File: src/assert_macros.svh
// Assertion helpers shared by the RTL files.
// All assertions sample on i_clk and are masked while i_rst_n is low.
`ifndef ASSERT_MACROS_SVH
`define ASSERT_MACROS_SVH

// Same-cycle implication.
`define AOTS_ASSERT_NOW(lbl, ante, cons) \
    lbl: assert property (@(posedge i_clk) disable iff (!i_rst_n) (ante) |-> (cons)) \
        else $error("assertion failed");

// Next-cycle implication.
`define AOTS_ASSERT_NEXT(lbl, ante, cons) \
    lbl: assert property (@(posedge i_clk) disable iff (!i_rst_n) (ante) |=> (cons)) \
        else $error("assertion failed");

`endif

File: src/aots_pkg.sv
// ----------------------------------------------------------------------------
// aots_pkg
// Types, constants and the trim mapping for the ADC offset trim search.
// ----------------------------------------------------------------------------
package aots_pkg;

    localparam int SAMPLE_W = 12;
    localparam int NIBBLE_W = 4;
    localparam int COUNT_W  = 8;
    localparam int CODE_W   = 6;
    localparam int SUM_W    = 12;
    localparam int CFG_IDX_W = 1;

    localparam logic [COUNT_W-1:0] SAMPLE_COUNT_RESET   = 8'd2;
    localparam logic [COUNT_W-1:0] DEBOUNCE_COUNT_RESET = 8'd3;
    localparam logic [CODE_W-1:0]  TRIM_MAX        = 6'h3F;
    localparam logic [CODE_W-1:0]  TRIM_MIRROR     = 6'h1F;
    localparam logic [CODE_W-1:0]  TRIM_DIRECT_MIN = 6'h20;

    typedef enum logic [CFG_IDX_W-1:0] {
        REG_SAMPLE_COUNT   = 1'b0,
        REG_DEBOUNCE_COUNT = 1'b1
    } t_cfg_reg;

    typedef struct packed {
        logic [CODE_W-1:0] trim;
        logic              done;
    } t_cal_status;

    function automatic logic [CODE_W-1:0] trim_of(input logic [CODE_W-1:0] code);
        if (code >= TRIM_DIRECT_MIN) begin
            return code;
        end
        return TRIM_MIRROR - code;
    endfunction

endpackage

File: src/aots_core.sv
// ----------------------------------------------------------------------------
// aots_core
// Calibration state: window counter, nibble accumulator, debounce counter,
// adjust code and done flag, with their single-pass update per sample.
// ----------------------------------------------------------------------------
`include "assert_macros.svh"

module aots_core (
    input  logic                              i_clk,
    input  logic                              i_rst_n,
    input  logic                              i_adv,
    input  logic [aots_pkg::NIBBLE_W-1:0]     i_nibble,
    input  logic [aots_pkg::COUNT_W-1:0]      i_sample_count,
    output aots_pkg::t_cal_status             o_next_status
);
    import aots_pkg::*;

    logic                r_done,     n_done;
    logic [COUNT_W-1:0]  r_window,   n_window;
    logic [COUNT_W-1:0]  r_debounce, n_debounce;
    logic [SUM_W-1:0]    r_sum,      n_sum;
    logic [CODE_W-1:0]   r_adjust,   n_adjust;
    logic [COUNT_W-1:0]  window_dec;
    logic [COUNT_W-1:0]  debounce_dec;
    logic [SUM_W-1:0]    threshold;

    assign window_dec   = r_window - 1'b1;
    assign debounce_dec = r_debounce - 1'b1;
    assign threshold    = SUM_W'(i_sample_count >> 1);

    always_comb begin
        n_done     = r_done;
        n_window   = r_window;
        n_debounce = r_debounce;
        n_sum      = r_sum;
        n_adjust   = r_adjust;
        if (!r_done) begin
            n_window = window_dec;
            if (window_dec == '0) begin
                n_window = i_sample_count;
                n_sum    = '0;
                if (r_sum > threshold) begin
                    n_debounce = debounce_dec;
                    if (debounce_dec == '0) begin
                        n_done = 1'b1;
                        if (r_adjust != '0) begin
                            n_adjust = r_adjust - 1'b1;
                        end
                    end
                end else if (trim_of(r_adjust) == TRIM_MAX) begin
                    n_done = 1'b1;
                end else begin
                    n_adjust = r_adjust + 1'b1;
                end
            end else begin
                n_sum = r_sum + SUM_W'(i_nibble);
            end
        end
    end

    assign o_next_status.trim = trim_of(n_adjust);
    assign o_next_status.done = n_done;

    always_ff @(posedge i_clk) begin
        if (!i_rst_n) begin
            r_done     <= 1'b0;
            r_window   <= SAMPLE_COUNT_RESET;
            r_debounce <= DEBOUNCE_COUNT_RESET;
            r_sum      <= '0;
            r_adjust   <= '0;
        end else if (i_adv) begin
            r_done     <= n_done;
            r_window   <= n_window;
            r_debounce <= n_debounce;
            r_sum      <= n_sum;
            r_adjust   <= n_adjust;
        end
    end

    `AOTS_ASSERT_NEXT(a_done_sticky, r_done, r_done)
    `AOTS_ASSERT_NEXT(a_frozen_code, r_done, $stable(r_adjust))
    `AOTS_ASSERT_NEXT(a_sum_clear_on_close,
        i_adv && !r_done && r_window == 8'd1, r_sum == '0)

endmodule

File: src/adc_offset_trim_search.sv
// ----------------------------------------------------------------------------
// adc_offset_trim_search
// ADC offset calibration sequencer: passes each conversion through and steps the
// offset trim code until the accumulated low nibbles settle or the trim hits its maximum.
// ----------------------------------------------------------------------------
// One request in, one result out: the whole update is counter and code steps,
// a 12-bit add and compares between the calibration state and the output
// register, so a new conversion is taken every cycle while the output register
// is empty or being drained in that cycle.
`include "assert_macros.svh"

module adc_offset_trim_search (
    input  logic                              i_clk,
    input  logic                              i_rst_n,
    input  logic                              i_in_valid,
    output logic                              o_in_ready,
    input  logic [aots_pkg::SAMPLE_W-1:0]     i_adc_sample,
    output logic                              o_out_valid,
    input  logic                              i_out_ready,
    output logic [aots_pkg::SAMPLE_W-1:0]     o_sample_value,
    output logic [aots_pkg::CODE_W-1:0]       o_trim_code,
    output logic                              o_cal_done,
    input  logic                              i_cfg_valid,
    output logic                              o_cfg_ready,
    input  logic [aots_pkg::CFG_IDX_W-1:0]    i_cfg_index,
    input  logic [aots_pkg::COUNT_W-1:0]      i_cfg_data
);
    import aots_pkg::*;

    logic [COUNT_W-1:0]  r_sample_count;
    logic                r_out_valid;
    logic [SAMPLE_W-1:0] r_sample;
    t_cal_status         r_status;
    t_cal_status         next_status;
    logic                in_fire;

    assign o_cfg_ready = 1'b1;
    assign o_in_ready  = !r_out_valid || i_out_ready;
    assign in_fire     = i_in_valid && o_in_ready;

    // debounce_count only matters at reset, where it is the reset constant
    always_ff @(posedge i_clk) begin
        if (!i_rst_n) begin
            r_sample_count <= SAMPLE_COUNT_RESET;
        end else if (i_cfg_valid && t_cfg_reg'(i_cfg_index) == REG_SAMPLE_COUNT) begin
            r_sample_count <= i_cfg_data;
        end
    end

    aots_core u_core (
        .i_clk          (i_clk),
        .i_rst_n        (i_rst_n),
        .i_adv          (in_fire),
        .i_nibble       (i_adc_sample[NIBBLE_W-1:0]),
        .i_sample_count (r_sample_count),
        .o_next_status  (next_status)
    );

    always_ff @(posedge i_clk) begin
        if (!i_rst_n) begin
            r_out_valid <= 1'b0;
        end else if (in_fire) begin
            r_out_valid <= 1'b1;
        end else if (i_out_ready) begin
            r_out_valid <= 1'b0;
        end
    end

    always_ff @(posedge i_clk) begin
        if (in_fire) begin
            r_sample <= i_adc_sample;
            r_status <= next_status;
        end
    end

    assign o_out_valid    = r_out_valid;
    assign o_sample_value = r_sample;
    assign o_trim_code    = r_status.trim;
    assign o_cal_done     = r_status.done;

    `AOTS_ASSERT_NEXT(a_fire_loads_out, in_fire, r_out_valid)
    `AOTS_ASSERT_NOW(a_ready_when_empty, !r_out_valid, o_in_ready)
    `AOTS_ASSERT_NEXT(a_done_held_out,
        in_fire && r_out_valid && r_status.done, r_status.done)

endmodule
File: config.mk
export PLATFORM = sky130hd
export DESIGN_NAME = adc_offset_trim_search
export DESIGN_NICKNAME = d
export VERILOG_FILES = /design/src/aots_pkg.sv /design/src/aots_core.sv /design/src/adc_offset_trim_search.sv
export VERILOG_INCLUDE_DIRS = /design/src /design/src/src
export SDC_FILE = /design/constraint.sdc
export NUM_CORES = 1
export LEC_CHECK = 0
export BUFFER_PORTS_ARGS = -buffer_cell sky130_fd_sc_hd__buf_2
export CELL_PAD_IN_SITES_DETAIL_PLACEMENT = 1
export CELL_PAD_IN_SITES_GLOBAL_PLACEMENT = 2
export CORE_UTILIZATION = 38
export DETAILED_ROUTE_END_ITERATION = 7
export GPL_ROUTABILITY_DRIVEN = 0
export PLACE_DENSITY_LB_ADDON = 0.1
export SLEW_MARGIN = 25
export SYNTH_ARGS = -nofsm -noshare
export SYNTH_HDL_FRONTEND = slang
export SYNTH_SLANG_ARGS = --single-unit
File: constraint.sdc
create_clock -name i_clk -period 7.6 [get_ports i_clk]
set_clock_uncertainty 0.15 [all_clocks]
set_input_delay 1.14 -clock i_clk [delete_from_list [all_inputs] [get_ports i_clk]]
set_output_delay 1.14 -clock i_clk [all_outputs]
set_load 0.01 [all_outputs]
==> flow_metrics.tcl <==
set metrics [dict create \
    synth_area_leaders "dfxtp_1, edfxtp_1, ha_1" \
    grt_pass1_wl_um 15600 \
    num_rows 34 \
    worst-setup-path-type "register to register" \
    n_fill_cell 1076 \
    yosysMostFrequentCell "dfxtp_1" \
    drtPass1Iterations 6 \
    antenna_found_initial 0 \
    crit_end "o_trim_code[0]" \
    htreeDepth 3 \
    drc 6 \
    r2r_cells 9 \
    cts_hold_buf 0 \
    synth_flop_cell "dfxtp_1" \
    setup_ws_ns 4.31 \
    r2r_end "o_trim_code[0]" \
    tightestPinTransition_ns 0.705 \
    place_hpwl_um 6520 \
    synth.net_count 433 \
    p_leak_nw 1.67 \
    timing.slew.headroom 0.530 \
    grt_pass1_vias 3106 \
    die_h_um 98.3 \
    ir_drop_v 0.0000722 \
    viasPerCell 5.53 \
    dpl_worst_slack_ns 4.11 \
    finalCriticalPeriod_ns 3.29 \
    rrSetupSlack_ns 4.31 \
    n_antenna_cell 0 \
    synth_top_area_share 0.250 \
    via_count 3006 \
    placed_cell_area_um2 3830 \
    post_cts_buffers 0 \
    critPathMaxFanout 10 \
    async_reset_ff_frac 0 \
    r2r_start "u_core.r_window[0]" \
    drt-initial-drc-count 102 \
    outcome "finished, violations left" \
    clk_pin_slew_ns 0.08 \
    violations "design-rule violations" \
    netlist_area_um2 3520 \
    ys_warn_count 0 \
    cts_root_buf "clkbuf_8" \
    layout.nets 475 \
    ctsResizeCount 0 \
    multi_input_area_um2 1920 \
    design_area_um2 4050 \
    syn_inst 389 \
    cts-buffers-inserted 9 \
    synth_cell_types 62 \
    cts.sinks 63 \
    overflow 0 \
    wl_per_cell_um 16.9 \
    io_buffers 46 \
    cp-end-kind "register" \
    synth_edf_count 19 \
    drive_gt1_frac 0.167 \
    seq_area_um2 1450 \
    crit_path_start "u_core.r_window[0]" \
    tns_ns 0 \
    detail-route-antenna-nets 0 \
    routed_wirelength_um 9190 \
    synth_top_area_cell "dfxtp_1" \
    die_w_um 98.3 \
    core_area_um2 8850 \
    tritoncts "yes" \
    num_io_pins 48 \
    fmax_mhz 304 \
    setup-violations-final 0 \
    dpl.cell_count 528 \
    period_share 0.433 \
    power_density_nw_per_um2 213 \
    grt_usage 0.205 \
    start_kind "register" \
    layoutNonFillerInstCount 544 \
    rsz0062_at_grt "no" \
    synthTopCellsByCount "dfxtp_1, nand2_1, nor2_1" \
    dieArea_um2 9660 \
    worstPathArrival_ns 3.21 \
    clock_latency_ns 0.34 \
    initial_core_util 0.398 \
    hold_viol_final 0 \
    crit_required_ns 7.52 \
    clockBufferDepth 2 \
    avgSynthCellArea_um2 9.06 \
    slew_viol_final 0 \
    syn_to_final_growth_pct 15.0 \
    grt_max_degree 36 \
    min-delay-path-class "register to register" \
    holdWs_ns 0.328 \
    synth_seq_area_share 0.412 \
    maxCapViolations 0 \
    yosys_register_bits 63 \
]
power by group:
part           switching, W  leakage, nW  total [W]  internal (W)
combinational     0.0000911         1.03   0.000149     0.0000577
clock              0.000138        0.110   0.000332      0.000194
sequential        0.0000126        0.538   0.000381      0.000368
state kept, by name, indices dropped and copies added, names as in the netlist:
| name | cells |
|---|---|
| r_sample_count | 8 |
| o_cal_done | 1 |
| u_core.r_debounce | 8 |
| u_core.r_adjust | 6 |
| u_core.r_done | 1 |
| o_trim_code | 6 |
| o_sample_value | 12 |
| u_core.r_sum | 12 |
| u_core.r_window | 8 |
| o_out_valid | 1 |
worst min path at each step:
| stage | startpoint | endpoint | cells after the start |
|---|---|---|---|
| global placement | r_sample_count[2] | r_sample_count[2] | 2 |
| floorplan | r_sample_count[4] | u_core.r_window[4] | 2 |
| finish | r_sample_count[2] | r_sample_count[2] | 2 |
| global route | r_sample_count[2] | r_sample_count[2] | 2 |
| detailed placement | r_sample_count[2] | r_sample_count[2] | 2 |
| CTS | r_sample_count[2] | r_sample_count[2] | 2 |
layout by cell type (no fill, tap or decap), types with 3 or more instances in the layout:
cell type	count
a211oi_1	5
a21boi_0	12
a21o_1	3
a21oi_1	21
a31oi_1	3
and2_1	7
and3_1	9
buf_2	46
clkbuf_8	10
dfxtp_1	44
edfxtp_1	19
ha_1	17
inv_1	20
nand2_1	36
nand2b_1	5
nand3_1	22
nand3b_1	3
nand4_1	9
nand4b_1	3
nor2_1	29
nor2b_1	5
nor3_1	7
o211a_1	5
o211ai_1	4
o21ai_0	20
or3_1	5
xnor2_1	14
xor2_1	8
cell type report:
type	instances	share of cell area
inverters	20	0.0185
repair buffers	48	0.0605
flip-flops and latches	63	0.358
clock buffers	11	0.0349
well taps	108	0.0334
clock inverters	5	0.0201
multi-input cells	289	0.474
logic make-up after synthesis:
family / count (synthesis) / synth area share
xor+xnor: 22 / 0.0547
fa+ha+maj: 18 / 0.0661
buf+inv: 37 / 0.0430
flops: 63 / 0.412
other cells: 1 / 0.00106
simple gates: 151 / 0.224
mux: 3 / 0.00888
compound gates: 94 / 0.190
layer usage:
layer | share of wire | global-route usage | wire, um
met4 | 0.011 | 0.0689 | 98
met5 | 0 | 0 | 0
met2 | 0.47 | 0.341 | 4280
met1 | 0.48 | 0.272 | 4440
met3 | 0.040 | 0.0308 | 364
per-stage QoR:
| step | util | power, W |
|---|---|---|
| 6_report | 0.458 | 0.000861 |
| 5_1_grt | 0.458 | 0.000900 |
| 4_1_cts | 0.458 | 0.000870 |
| 3_5_place_dp | 0.433 | 0.000537 |
| 3_3_place_gp | 0.433 | 0.000532 |
| 2_1_floorplan | - | 0.000489 |
worst max-delay path, stage by stage, from the launching register on:
cell       delay (ns)
dfxtp_1          0.49
inv_1            0.08
ha_1             0.27
nor2_1           0.15
nand3_1          0.14
a2111oi_2        0.49
nand2_1          0.36
o31a_1           0.43
a21oi_4          0.30
xnor2_1          0.14
(Power assumes the default switching activity.)
